===== config.mk =====
export PLATFORM = sky130hd
export DESIGN_NAME = adc_code_to_seven_segment_voltmeter
export DESIGN_NICKNAME = d
export VERILOG_FILES = /design/src/hdl/adcvm_pkg.sv /design/src/hdl/adcvm_front.sv /design/src/hdl/adcvm_fifo.sv /design/src/hdl/adcvm_back.sv /design/src/hdl/adc_code_to_seven_segment_voltmeter.sv
export SDC_FILE = /design/constraint.sdc
export NUM_CORES = 1
export LEC_CHECK = 0
export ABC_AREA = 1
export BUFFER_PORTS_ARGS = -buffer_cell sky130_fd_sc_hd__buf_2
export CAP_MARGIN = 20
export CORE_UTILIZATION = 50
export DETAILED_ROUTE_END_ITERATION = 8
export PLACE_DENSITY = 0.74
export SLEW_MARGIN = 20
export SYNTH_ARGS = -nofsm -noshare
export SYNTH_HDL_FRONTEND = slang
export SYNTH_SLANG_ARGS = --single-unit

===== constraint.sdc =====
create_clock -name clk -period 6.4 [get_ports clk]
set_input_delay 1.28 -clock clk [delete_from_list [all_inputs] [get_ports clk]]
set_output_delay 1.28 -clock clk [all_outputs]
set_load 0.02 [all_outputs]

===== src/hdl/adcvm_pkg.sv =====
package adcvm_pkg;

  // Millivolt value width and limits
  localparam int MV_W = 14;
  localparam logic [MV_W-1:0] MV_MAX = 14'd9999;
  localparam logic [MV_W-1:0] FS_RESET = 14'd5000;

  // Divide by ten for values below 2^16: q = (v * 52429) >> 19
  localparam int DIV10_MUL_W = 16;
  localparam logic [DIV10_MUL_W-1:0] DIV10_MUL = 16'd52429;
  localparam int DIV10_SHIFT = 19;
  localparam int QUO_W = 10;

  // Digit positions, ones first
  localparam int DIGIT_IDX_W = 2;
  localparam logic [DIGIT_IDX_W-1:0] DIGIT_ONES = 2'd0;
  localparam logic [DIGIT_IDX_W-1:0] DIGIT_TENS = 2'd1;
  localparam logic [DIGIT_IDX_W-1:0] DIGIT_HUNDREDS = 2'd2;
  localparam logic [DIGIT_IDX_W-1:0] DIGIT_THOUSANDS = 2'd3;

  // Active-low digit selects
  localparam logic [3:0] SEL_ONES = 4'h7;
  localparam logic [3:0] SEL_TENS = 4'hb;
  localparam logic [3:0] SEL_HUNDREDS = 4'hd;
  localparam logic [3:0] SEL_THOUSANDS = 4'he;

  localparam logic [7:0] SEG_DP = 8'h80;

  // Common-cathode segment pattern, bits 0-6 = a-g
  function automatic logic [7:0] seg_of(input logic [3:0] digit);
    logic [7:0] seg;
    unique case (digit)
      4'd0: seg = 8'h3f;
      4'd1: seg = 8'h06;
      4'd2: seg = 8'h5b;
      4'd3: seg = 8'h4f;
      4'd4: seg = 8'h66;
      4'd5: seg = 8'h6d;
      4'd6: seg = 8'h7d;
      4'd7: seg = 8'h07;
      4'd8: seg = 8'h7f;
      4'd9: seg = 8'h6f;
      default: seg = 8'h00;
    endcase
    return seg;
  endfunction

  function automatic logic [3:0] sel_of(input logic [DIGIT_IDX_W-1:0] idx);
    logic [3:0] sel;
    unique case (idx)
      DIGIT_ONES: sel = SEL_ONES;
      DIGIT_TENS: sel = SEL_TENS;
      DIGIT_HUNDREDS: sel = SEL_HUNDREDS;
      DIGIT_THOUSANDS: sel = SEL_THOUSANDS;
      default: sel = SEL_ONES;
    endcase
    return sel;
  endfunction

endpackage


===== src/hdl/adcvm_front.sv =====
module adcvm_front #(
  parameter int CODE_BITS = 12
) (
  input  logic                            clk,
  input  logic                            rst,
  input  logic                            push,
  output logic                            full,
  input  logic [CODE_BITS-1:0]            adc_code,
  input  logic                            cfg_valid,
  output logic                            cfg_ready,
  input  logic [adcvm_pkg::MV_W-1:0]      cfg_data,
  input  logic                            q_full,
  output logic                            q_push,
  output logic [adcvm_pkg::MV_W-1:0]      q_data
);

  localparam int PW = CODE_BITS + adcvm_pkg::MV_W;

  logic [adcvm_pkg::MV_W-1:0] full_scale;
  logic [PW-1:0]              prod;
  logic                       prod_valid;
  logic                       accept;
  logic [adcvm_pkg::MV_W-1:0] mv_raw;

  // Full-scale register, always writable
  assign cfg_ready = 1'b1;

  always_ff @(posedge clk) begin
    if (rst) begin
      full_scale <= adcvm_pkg::FS_RESET;
    end else if (cfg_valid && cfg_ready) begin
      full_scale <= cfg_data;
    end
  end

  // Scale stage: code * full scale
  assign q_push = prod_valid && !q_full;
  assign full   = prod_valid && q_full;
  assign accept = push && !full;

  always_ff @(posedge clk) begin
    if (rst) begin
      prod_valid <= 1'b0;
    end else if (!prod_valid || q_push) begin
      prod_valid <= accept;
    end
  end

  always_ff @(posedge clk) begin
    if (accept) begin
      prod <= PW'(adc_code) * PW'(full_scale);
    end
  end

  // Drop the fraction and saturate
  assign mv_raw = prod[PW-1:CODE_BITS];
  assign q_data = (mv_raw > adcvm_pkg::MV_MAX) ? adcvm_pkg::MV_MAX : mv_raw;

endmodule


===== src/hdl/adcvm_fifo.sv =====
module adcvm_fifo (
  input  logic                       clk,
  input  logic                       rst,
  input  logic                       wr,
  output logic                       q_full,
  input  logic [adcvm_pkg::MV_W-1:0] wr_data,
  input  logic                       rd,
  output logic                       q_empty,
  output logic [adcvm_pkg::MV_W-1:0] rd_data
);

  // Two-entry queue between front and back
  logic [adcvm_pkg::MV_W-1:0] mem [2];
  logic                       wr_ptr;
  logic                       rd_ptr;
  logic [1:0]                 count;

  assign q_full  = (count == 2'd2);
  assign q_empty = (count == 2'd0);
  assign rd_data = mem[rd_ptr];

  always_ff @(posedge clk) begin
    if (wr) begin
      mem[wr_ptr] <= wr_data;
    end
  end

  always_ff @(posedge clk) begin
    if (rst) begin
      wr_ptr <= 1'b0;
      rd_ptr <= 1'b0;
      count  <= 2'd0;
    end else begin
      if (wr) begin
        wr_ptr <= !wr_ptr;
      end
      if (rd) begin
        rd_ptr <= !rd_ptr;
      end
      if (wr && !rd) begin
        count <= count + 2'd1;
      end else if (rd && !wr) begin
        count <= count - 2'd1;
      end
    end
  end

endmodule


===== src/hdl/adcvm_back.sv =====
module adcvm_back (
  input  logic                       clk,
  input  logic                       rst,
  input  logic                       q_empty,
  output logic                       q_pop,
  input  logic [adcvm_pkg::MV_W-1:0] q_data,
  output logic                       empty,
  input  logic                       pop,
  output logic [3:0]                 digit_select_n,
  output logic [7:0]                 segments,
  output logic                       last
);

  localparam int MW = adcvm_pkg::MV_W + adcvm_pkg::DIV10_MUL_W;

  logic [adcvm_pkg::MV_W-1:0]        cur;
  logic [adcvm_pkg::DIGIT_IDX_W-1:0] idx;
  logic                              busy;
  logic                              out_valid;
  logic                              out_load;
  logic                              step;
  logic                              final_digit;
  logic                              load;
  logic [MW-1:0]                     prod10;
  logic [adcvm_pkg::QUO_W-1:0]       quo;
  logic [adcvm_pkg::MV_W-1:0]        times10;
  logic [3:0]                        rem;

  // Divide by ten: quotient and remainder digit
  assign prod10  = MW'(cur) * MW'(adcvm_pkg::DIV10_MUL);
  assign quo     = prod10[adcvm_pkg::DIV10_SHIFT +: adcvm_pkg::QUO_W];
  assign times10 = adcvm_pkg::MV_W'({quo, 3'b000}) + adcvm_pkg::MV_W'({quo, 1'b0});
  assign rem     = 4'(cur - times10);

  // Handshake between digit sequencer and output register
  assign out_load    = !out_valid || pop;
  assign step        = busy && out_load;
  assign final_digit = (idx == adcvm_pkg::DIGIT_THOUSANDS);
  assign load        = !q_empty && (!busy || (step && final_digit));
  assign q_pop       = load;
  assign empty       = !out_valid;

  // Digit sequencer
  always_ff @(posedge clk) begin
    if (rst) begin
      busy <= 1'b0;
      idx  <= adcvm_pkg::DIGIT_ONES;
    end else if (load) begin
      busy <= 1'b1;
      idx  <= adcvm_pkg::DIGIT_ONES;
    end else if (step) begin
      if (final_digit) begin
        busy <= 1'b0;
      end
      idx <= idx + adcvm_pkg::DIGIT_IDX_W'(1);
    end
  end

  always_ff @(posedge clk) begin
    if (load) begin
      cur <= q_data;
    end else if (step) begin
      cur <= adcvm_pkg::MV_W'(quo);
    end
  end

  // Output register
  always_ff @(posedge clk) begin
    if (rst) begin
      out_valid <= 1'b0;
    end else if (step) begin
      out_valid <= 1'b1;
    end else if (pop) begin
      out_valid <= 1'b0;
    end
  end

  always_ff @(posedge clk) begin
    if (step) begin
      digit_select_n <= adcvm_pkg::sel_of(idx);
      segments       <= adcvm_pkg::seg_of(rem) | (final_digit ? adcvm_pkg::SEG_DP : 8'h00);
      last           <= final_digit;
    end
  end

endmodule


===== src/hdl/adc_code_to_seven_segment_voltmeter.sv =====
// A code is scaled in the front stage, then a 2-entry queue decouples front and back.
// The back end puts the digits on the result ports ones first, thousands last, emitting
// one digit per cycle while results are taken, through a single divide-by-ten multiplier.
// New codes are taken while earlier ones are being split, until queue and scale stage are full.
// Reset (rst, synchronous, active high) empties all stages and sets full scale to 5000 mV.
module adc_code_to_seven_segment_voltmeter #(
  parameter int CODE_BITS = 12
) (
  input  logic                       clk,
  input  logic                       rst,
  input  logic                       push,
  output logic                       full,
  input  logic [CODE_BITS-1:0]       adc_code,
  output logic                       empty,
  input  logic                       pop,
  output logic [3:0]                 digit_select_n,
  output logic [7:0]                 segments,
  output logic                       last,
  input  logic                       cfg_valid,
  output logic                       cfg_ready,
  input  logic [adcvm_pkg::MV_W-1:0] cfg_data
);

  logic                       q_full;
  logic                       q_empty;
  logic                       q_push;
  logic                       q_pop;
  logic [adcvm_pkg::MV_W-1:0] q_wr_data;
  logic [adcvm_pkg::MV_W-1:0] q_rd_data;

  adcvm_front #(
    .CODE_BITS(CODE_BITS)
  ) u_front (
    .clk       (clk),
    .rst       (rst),
    .push      (push),
    .full      (full),
    .adc_code  (adc_code),
    .cfg_valid (cfg_valid),
    .cfg_ready (cfg_ready),
    .cfg_data  (cfg_data),
    .q_full    (q_full),
    .q_push    (q_push),
    .q_data    (q_wr_data)
  );

  adcvm_fifo u_fifo (
    .clk     (clk),
    .rst     (rst),
    .wr      (q_push),
    .q_full  (q_full),
    .wr_data (q_wr_data),
    .rd      (q_pop),
    .q_empty (q_empty),
    .rd_data (q_rd_data)
  );

  adcvm_back u_back (
    .clk            (clk),
    .rst            (rst),
    .q_empty        (q_empty),
    .q_pop          (q_pop),
    .q_data         (q_rd_data),
    .empty          (empty),
    .pop            (pop),
    .digit_select_n (digit_select_n),
    .segments       (segments),
    .last           (last)
  );

endmodule


==> impl_metrics.tcl, run 1 <==
set metrics [dict create \
    synth_mux_area_share_pct 0.07747 \
    ys.flop_type "edfxtp_1" \
    grt_pass1_wl_microns 46840 \
    crit_start "u_back.cur[9]$_DFFE_PP_" \
    synth_cells 1534 \
    critPathKind "reg -> reg" \
    syn_nets 1911 \
    drtPass1Iterations 5 \
    cp_top_family "adder cells" \
    fmax_ghz 0.1642 \
    grt_max_degree 20 \
    ctsHoldBuffers 0 \
    synth.distinct_cells 46 \
    grt_usage_pct 22.45 \
    clock-sinks 92 \
    start_util_pct 51.16 \
    drt_iter0_markers 559 \
    htreeDepth 3 \
    final_min_period_over_clock_period_pct 95.17 \
    worstPathRequired_ps 6630 \
    cp-start-kind "flop" \
    cts_tree "built" \
    r2r_start "u_back.cur[9]$_DFFE_PP_" \
    worst-path-buf-inv 7 \
    clk_pin_slew_ps 80 \
    portBuffers 45 \
    finalWorstSetupSlack_ps 309.2 \
    grt_antenna_before_repair 0 \
    synth.ff_latch_count 92 \
    synth-adder-area-share_pct 43.44 \
    cts_made_buffers 9 \
    worst_slew_pin_slew_ps 757.6 \
    die_y_microns 162.7 \
    crit_fanout 5 \
    synth_xor_area_share_pct 1.898 \
    synth_area_sq_um 12920 \
    synth_compound_area_share_pct 5.394 \
    whs_endpoint "u_back.out_valid$_SDFFE_PP0P_" \
    routedWlPerCell_microns 14.70 \
    holdPathStages 2 \
    yosysWarnings 0 \
    ctsRootBufferMaster "clkbuf_16" \
    synth-async-reset-ratio_pct 0 \
    postLayoutCoreUtil_pct 55.02 \
    crit_path_frequent_cell "inv_1" \
    rrSetupSlack_ps 310 \
    place_hpwl_microns 23620 \
    synth_top_family_by_area "adder cells" \
    max-slew-margin-rel_pct 49.44 \
    num_rows 58 \
    nets 1946 \
    die_width_microns 162.7 \
    cap_violations 0 \
    synth_area_per_cell_sq_um 8.422 \
    synthSimpleGateAreaFrac_pct 17.65 \
    reg2reg_depth 27 \
    hold_class "reg -> reg" \
    hold_viol_final 0 \
    overflow 0 \
    antenna_cells 0 \
    r2r-end "u_back.segments[0]$_DFFE_PP_" \
    clock_latency_ps 350 \
    status "finished clean" \
    first_global_vias 9937 \
    finalClockSkew_ps 12.67 \
    drv_slew 0 \
    dieArea_sq_um 26490 \
    dp_slack_ps 103.1 \
    io_pins 47 \
    yosysTopAreaCell "fa_1" \
    coreArea_sq_um 25250 \
    setup_viol 0 \
    cp_slowest_cell "fa_2" \
    whs_ps 478.2 \
    crit_path_end_kind "flop" \
    final_layout_size_suffix_gt1_share_pct 8.450 \
    synth_top_area_share_pct 26.50 \
    synth.most_common_cell "inv_1" \
    fillCellCount 2270 \
    synth_seq_area_share_pct 19.52 \
    critPathMaxStageDelay_ps 600 \
    synth_common_cells "370 x inv_1, 346 x nand2_1, 175 x ha_1" \
    vias 9698 \
    clock_path_buffers 2 \
    synth_edf_count 68 \
    cp_data_arrival_time_ps 6320 \
    min_period_ps 6091 \
    netlist_top_cells_area "fa_1 26%, ha_1 17%, edfxtp_1 16%" \
    min_from "u_back.busy$_SDFFE_PP0P_" \
    viasPerCell 5.093 \
    ant_nets 0 \
    routabilityCongestion 0.9482 \
    wl_microns 27990 \
    area_growth_pct 7.544 \
    drcViolationCount 0 \
]
## through the flow
step	instances	instance area (sq um)	TNS (ps)
final	1904	13890	0
after global routing	1904	13890	-10.19
after CTS	1898	13800	0
after detailed placement	1882	13490	0
after global placement	1882	13490	0
after floorplan	1534	12920	0
## sequential cells by signal (all words and copies together) (netlist names), 2 cells and up, named ones only
signal and cells:
u_fifo.mem 28, u_fifo.count 2, u_back.idx 2, u_back.cur 14, u_front.full_scale 14, u_back.segments 8, u_back.digit_select_n 4, u_front.prod 14
## cells by family (layout without fill, tap and decap cells)
family	count (synthesis)	after routing
flip-flops	92	92
AND/OR/NAND/NOR	529	529
XOR/XNOR	28	28
AO/OA/AOI/OAI	127	127
multiplexers	1	1
adder cells (fa/ha/maj)	346	346
other	1	1
buffers and inverters	410	450
## layer usage
| layer | part of all wire, % | vias up | global-route usage [%] |
|---|---|---|---|
| li1 | - | 4748 | - |
| met1 | 42 | 4666 | 27.42 |
| met2 | 51 | 241 | 41.30 |
| met3 | 4.6 | 43 | 2.470 |
| met4 | 2.4 | 0 | 6.712 |
| met5 | 0 | - | 0 |
## tightest hold or removal path, delay by kind of cell (launching register included)
kind,cells,cell delay (ps)
AOI/OAI and AO/OA,1,60
buffers and inverters,1,60
DFF,1,310
## layout make-up
class / count / area (sq um) / share of cell area, %
inverter: 372 / 1396 / 10.05
multi-input combinational: 1032 / 8905 / 64.09
sequential: 92 / 2522 / 18.15
clock buffer: 9 / 225.2 / 1.621
timing repair buffer: 62 / 352.8 / 2.539
clock inverter: 7 / 80.08 / 0.5763
tap: 330 / 412.9 / 2.972
## layout by cell type (no fill, tap or decap), types with 2 or more instances in the layout
master,n
buf_4,17
clkinv_8,2
nor2_1,77
clkbuf_16,9
a211oi_1,2
a21oi_2,5
ha_4,2
a21o_1,7
nand2_2,16
nand2_1,345
a21oi_1,61
nor4_1,4
a31oi_1,2
or2_2,11
nand3_2,4
buf_2,45
nand2_4,3
fa_1,170
nor3_2,2
nand3_1,37
ha_1,172
nand4_1,6
xnor2_1,8
clkinv_4,2
o21ai_0,38
nor2_4,4
edfxtp_1,68
o21ai_1,2
inv_1,370
nand3b_1,4
o21a_1,2
nor3_1,9
dfxtp_1,24
xor2_1,19
inv_8,2
o211ai_1,4
## timing repair
item / 4_1_cts / 5_1_grt
setup endpoints to repair: 0 / 7
resized for setup: 0 / 9
buffers inserted: 0 / 6
## how the worst max path moves through the flow
stage | to | slack, ps | cells past startpoint
floorplan | u_back.segments[0]$_DFFE_PP_ | 540 | 27
global placement | u_back.segments[0]$_DFFE_PP_ | 280 | 27
detailed placement | u_back.segments[0]$_DFFE_PP_ | 100 | 27
CTS | u_back.segments[0]$_DFFE_PP_ | 90 | 27
global route | u_back.segments[0]$_DFFE_PP_ | -10 | 28
finish | u_back.segments[0]$_DFFE_PP_ | 310 | 27
Power of run 1 is left out: the tool's default activity adds up to more than one toggle a clock period on the data nets, which glitch-free logic cannot reach.
==> inputs of run 2 (changes only) <==
CORE_UTILIZATION = 60   (was 50)
PLACE_DENSITY = 0.85   (was 0.74)
==> impl_metrics.tcl, run 2 (synthesis gave the netlist of run 1 again) <==
set metrics [dict create \
    status "finished clean" \
    cts_tree "built" \
    viasPerCell 5.417 \
    nets 1942 \
    num_rows 53 \
    start_util_pct 61.27 \
    clk_pin_slew_ps 80 \
    ctsHoldBuffers 0 \
    fmax_ghz 0.1625 \
    cp_slowest_cell "fa_2" \
    cp-start-kind "flop" \
    crit_start "u_back.cur[9]$_DFFE_PP_" \
    ctsRootBufferMaster "clkbuf_16" \
    grt_pass1_wl_microns 48000 \
    clock-sinks 92 \
    grt_max_degree 20 \
    critPathKind "reg -> reg" \
    top_register "u_fifo.mem" \
    hold_viol_final 0 \
    endpoint "u_back.segments[0]$_DFFE_PP_" \
    finalClockSkew_ps 9.693 \
    reg2reg_depth 28 \
    final_layout_size_suffix_gt1_share_pct 8.153 \
    clock_path_buffers 2 \
    place_hpwl_microns 23870 \
    fin_tns_setup_ps 0 \
    worstPathRequired_ps 6640 \
    r2r_start "u_back.cur[9]$_DFFE_PP_" \
    cap_violations 0 \
    min_period_ps 6152 \
    io_pins 47 \
    routedWlPerCell_microns 15.61 \
    max-slew-margin-rel_pct 49.57 \
    routabilityCongestion 0.9683 \
    rrSetupSlack_ps 250 \
    die_y_microns 148.7 \
    finalWorstSetupSlack_ps 248.0 \
    cts_made_buffers 9 \
    ant_nets 0 \
    wl_microns 28800 \
    cp_data_arrival_time_ps 6390 \
    portBuffers 45 \
    layout_common_cells "370 x inv_1, 345 x nand2_1, 172 x ha_1" \
    drtPass1Iterations 8 \
    r2r-end "u_back.segments[0]$_DFFE_PP_" \
    drv_slew 0 \
    vias 9995 \
    clock_latency_ps 360 \
    crit_fanout 5 \
    final_min_period_over_clock_period_pct 96.12 \
    critPathMaxStageDelay_ps 590 \
    die_width_microns 148.7 \
    crit_path_frequent_cell "inv_1" \
    coreArea_sq_um 21090 \
    final_common_cell "inv_1" \
    drcViolationCount 0 \
    grt_usage_pct 27.59 \
    setup_viol 0 \
    area_growth_pct 6.759 \
    dp_slack_ps 68.15 \
    hold_class "reg -> reg" \
    first_global_vias 10340 \
    crit_path_end_kind "flop" \
    overflow 0 \
    htreeDepth 3 \
    largest_register_ffs 28 \
    worst_slew_pin_slew_ps 756.4 \
    dieArea_sq_um 22120 \
    drt_iter0_markers 704 \
    antenna_cells 0 \
    grt_antenna_before_repair 0 \
]
## run 2: cell count changes in the layout (fill, tap and decap cells not counted), sizes merged
cell,delta
buf,-4
clkinvlp,-1
inv,+1
## run 2: worst max-delay path, delay by kind of cell, from the launching register on
family / cells / cell delay, ps
adder cells (fa/ha/maj): 8 / 3350
flip-flops: 1 / 470
AND/OR/NAND/NOR: 12 / 1670
buffers and inverters: 7 / 470
AO/OA/AOI/OAI: 1 / 80
## run 2: how the worst min path moves through the flow
stage | from | depth (start not counted) | to | slack, ps
2_1_floorplan | u_fifo.rd_ptr$_SDFFE_PP0P_ | 1 | flop | 430
3_3_place_gp | u_fifo.rd_ptr$_SDFFE_PP0P_ | 1 | flop | 440
3_5_place_dp | u_fifo.rd_ptr$_SDFFE_PP0P_ | 1 | flop | 460
4_1_cts | u_fifo.rd_ptr$_SDFFE_PP0P_ | 1 | flop | 470
5_1_grt | u_fifo.rd_ptr$_SDFFE_PP0P_ | 1 | flop | 490
6_report | u_fifo.rd_ptr$_SDFFE_PP0P_ | 1 | flop | 470
## run 2: timing repair
| action | 4_1_cts | 5_1_grt |
|---|---|---|
| buffers inserted | 0 | 5 |
| resized for setup | 0 | 9 |
| setup endpoints to repair | 0 | 6 |
## run 2: layer usage
| metal | track usage (%) | vias to the layer above | part of all wire, % |
|---|---|---|---|
| met2 | 51.64 | 347 | 52 |
| met5 | 0 | - | 0 |
| met4 | 9.643 | 0 | 3.1 |
| li1 | - | 4733 | - |
| met1 | 32.48 | 4841 | 40 |
| met3 | 3.211 | 74 | 5.0 |
## run 2: cell type report
class	count	area [sq um]
tap	275	344.1
fill	1650	7295
sequential	92	2522
timing repair buffer	58	322.8
multi-input combinational	1032	8906
clock inverter	7	76.32
clock buffer	9	225.2
inverter	372	1396
## run 2: metrics by stage
stage,cell area (sq um),instances,hold slack (ps),utilization (%)
6_report,13790,1845,469.7,65.41
2_1_floorplan,12920,1534,425.5,-
5_1_grt,13790,1845,485.2,65.41
3_3_place_gp,13400,1824,436.6,63.53
4_1_cts,13700,1840,474.4,64.96
3_5_place_dp,13400,1824,462.9,63.53
Power of run 2 is left out for the same reason.
==> inputs of run 3 (changes only) <==
GPL_TIMING_DRIVEN = 0   (was unset)
==> impl_metrics.tcl, run 3 (synthesis gave the netlist of run 1 again) <==
set metrics [dict create \
    status "finished clean" \
    crit_path_end_kind "flop" \
    ctsHoldBuffers 0 \
    rrSetupSlack_ps 200 \
    grt_usage_pct 29.28 \
    cap_violations 0 \
    ctsRootBufferMaster "clkbuf_16" \
    highest_layer "met4" \
    drcViolationCount 0 \
    hold_class "reg -> reg" \
    min_from "u_fifo.rd_ptr$_SDFFE_PP0P_" \
    final_layout_size_suffix_gt1_share_pct 8.385 \
    hold_viol_final 0 \
    finalClockSkew_ps 8.608 \
    nets 1970 \
    cp_data_arrival_time_ps 6430 \
    wl_met2_microns 15720 \
    routedWlPerCell_microns 15.96 \
    max-slew-margin-rel_pct 48.07 \
    design_area_sq_um 13950 \
    routed-wl-met3_microns 1521 \
    ant_nets 0 \
    coreArea_sq_um 21090 \
    top_register "u_fifo.mem" \
    wl_microns 29890 \
    drtPass1Iterations 5 \
    die_y_microns 148.7 \
    portBuffers 45 \
    clock-sinks 92 \
    die_width_microns 148.7 \
    final_common_cell "inv_1" \
    grt_antenna_before_repair 0 \
    worst_slew_pin_slew_ps 778.1 \
    start_util_pct 61.27 \
    critPathMaxStageDelay_ps 530 \
    fillCellCount 1711 \
    layout_common_cells "370 x inv_1, 343 x nand2_1, 170 x fa_1, 170 x ha_1, 76 x nor2_1" \
    r2r-end "u_back.segments[0]$_DFFE_PP_" \
    worst-path-buf-inv 9 \
    cp-start-kind "flop" \
    drt-met1-wl_microns 11280 \
    antenna_cells 0 \
    worst-path-stages 30 \
    drt_iter0_markers 699 \
    cp_top_family "adder cells" \
    routabilityCongestion 0.9363 \
    first_global_vias 10910 \
    overflow 0 \
    place_hpwl_microns 24880 \
    cp_slowest_cell "fa_1" \
    grt_max_degree 18 \
    drv_slew 0 \
    setup_viol 0 \
    crit_fanout 5 \
    largest_register_ffs 28 \
    htreeDepth 3 \
    place_inst 1854 \
    reg2reg_depth 30 \
    dieArea_sq_um 22120 \
    worstPathRequired_ps 6630 \
    r2r_start "u_back.cur[9]$_DFFE_PP_" \
    viasPerCell 5.406 \
    clock_path_buffers 2 \
    rsz0062_at_grt "true" \
    cts_tree "built" \
    cts_made_buffers 9 \
    finalNonFillerCells 1873 \
    clock_latency_ps 360 \
    holdPathStages 1 \
    io_pins 47 \
    num_rows 53 \
    final_min_period_over_clock_period_pct 96.80 \
    fmax_ghz 0.1614 \
    min_period_ps 6195 \
    area_growth_pct 7.951 \
    placed_area_sq_um 13490 \
    critPathKind "reg -> reg" \
    clk_pin_slew_ps 70 \
    grt_pass1_wl_microns 50630 \
    crit_path_frequent_cell "inv_1" \
    vias 10130 \
]
-- run 3: changes by cell type in the layout (fill, tap and decap cells not counted), sizes merged --
cell	before	now
inv	374	375
clkbuf	9	38
clkinv	5	2
buf	58	59
-- run 3: area by class of cell --
| class | count | area [sq um] | share of cell area, % |
|---|---|---|---|
| buffer | 30 | 121.4 | 0.8702 |
| clock buffer | 11 | 254.0 | 1.821 |
| clock inverter | 5 | 40.04 | 0.2871 |
| inverter | 372 | 1396 | 10.01 |
| multi-input combinational | 1032 | 8961 | 64.25 |
| sequential | 92 | 2522 | 18.09 |
| tap | 275 | 344.1 | 2.467 |
| timing repair buffer | 56 | 307.8 | 2.207 |
-- run 3: per-stage QoR --
step	utilization, %	setup WS [ps]	hold slack, ps	setup TNS, ps
global placement	63.97	-79.80	437.3	-126.1
CTS	65.53	15.09	477.2	0
finish	66.14	204.7	482.0	0
detailed placement	63.98	-214.5	464.2	-1060
floorplan	-	540.2	425.5	0
global route	66.14	-78.45	510.8	-146.6
-- run 3: how the worst max path moves through the flow --
| stage | start | to |
|---|---|---|
| floorplan | u_back.cur[12]$_SDFFCE_PN0P_ | u_back.segments[0]$_DFFE_PP_ |
| global route | u_back.cur[9]$_DFFE_PP_ | u_back.segments[0]$_DFFE_PP_ |
| global placement | adc_code[10] | u_front.prod[24]$_DFFE_PP_ |
| finish | u_back.cur[9]$_DFFE_PP_ | u_back.segments[0]$_DFFE_PP_ |
| detailed placement | adc_code[11] | u_front.prod[24]$_DFFE_PP_ |
| CTS | u_back.cur[12]$_SDFFCE_PN0P_ | u_back.segments[0]$_DFFE_PP_ |
-- run 3: layer usage --
| layer | vias up | GRT usage [%] |
|---|---|---|
| met5 | - | 0 |
| met4 | 0 | 15.00 |
| met3 | 118 | 3.150 |
| met2 | 344 | 54.37 |
| met1 | 4868 | 33.12 |
| li1 | 4795 | - |
-- run 3: timing repair --
item | in CTS | in global routing
gates resized for setup | 1 | 15
pin swaps | 0 | 10
buffers inserted | 4 | 7
endpoints found under the setup margin | 2 | 14
Power of run 3 is left out for the same reason.
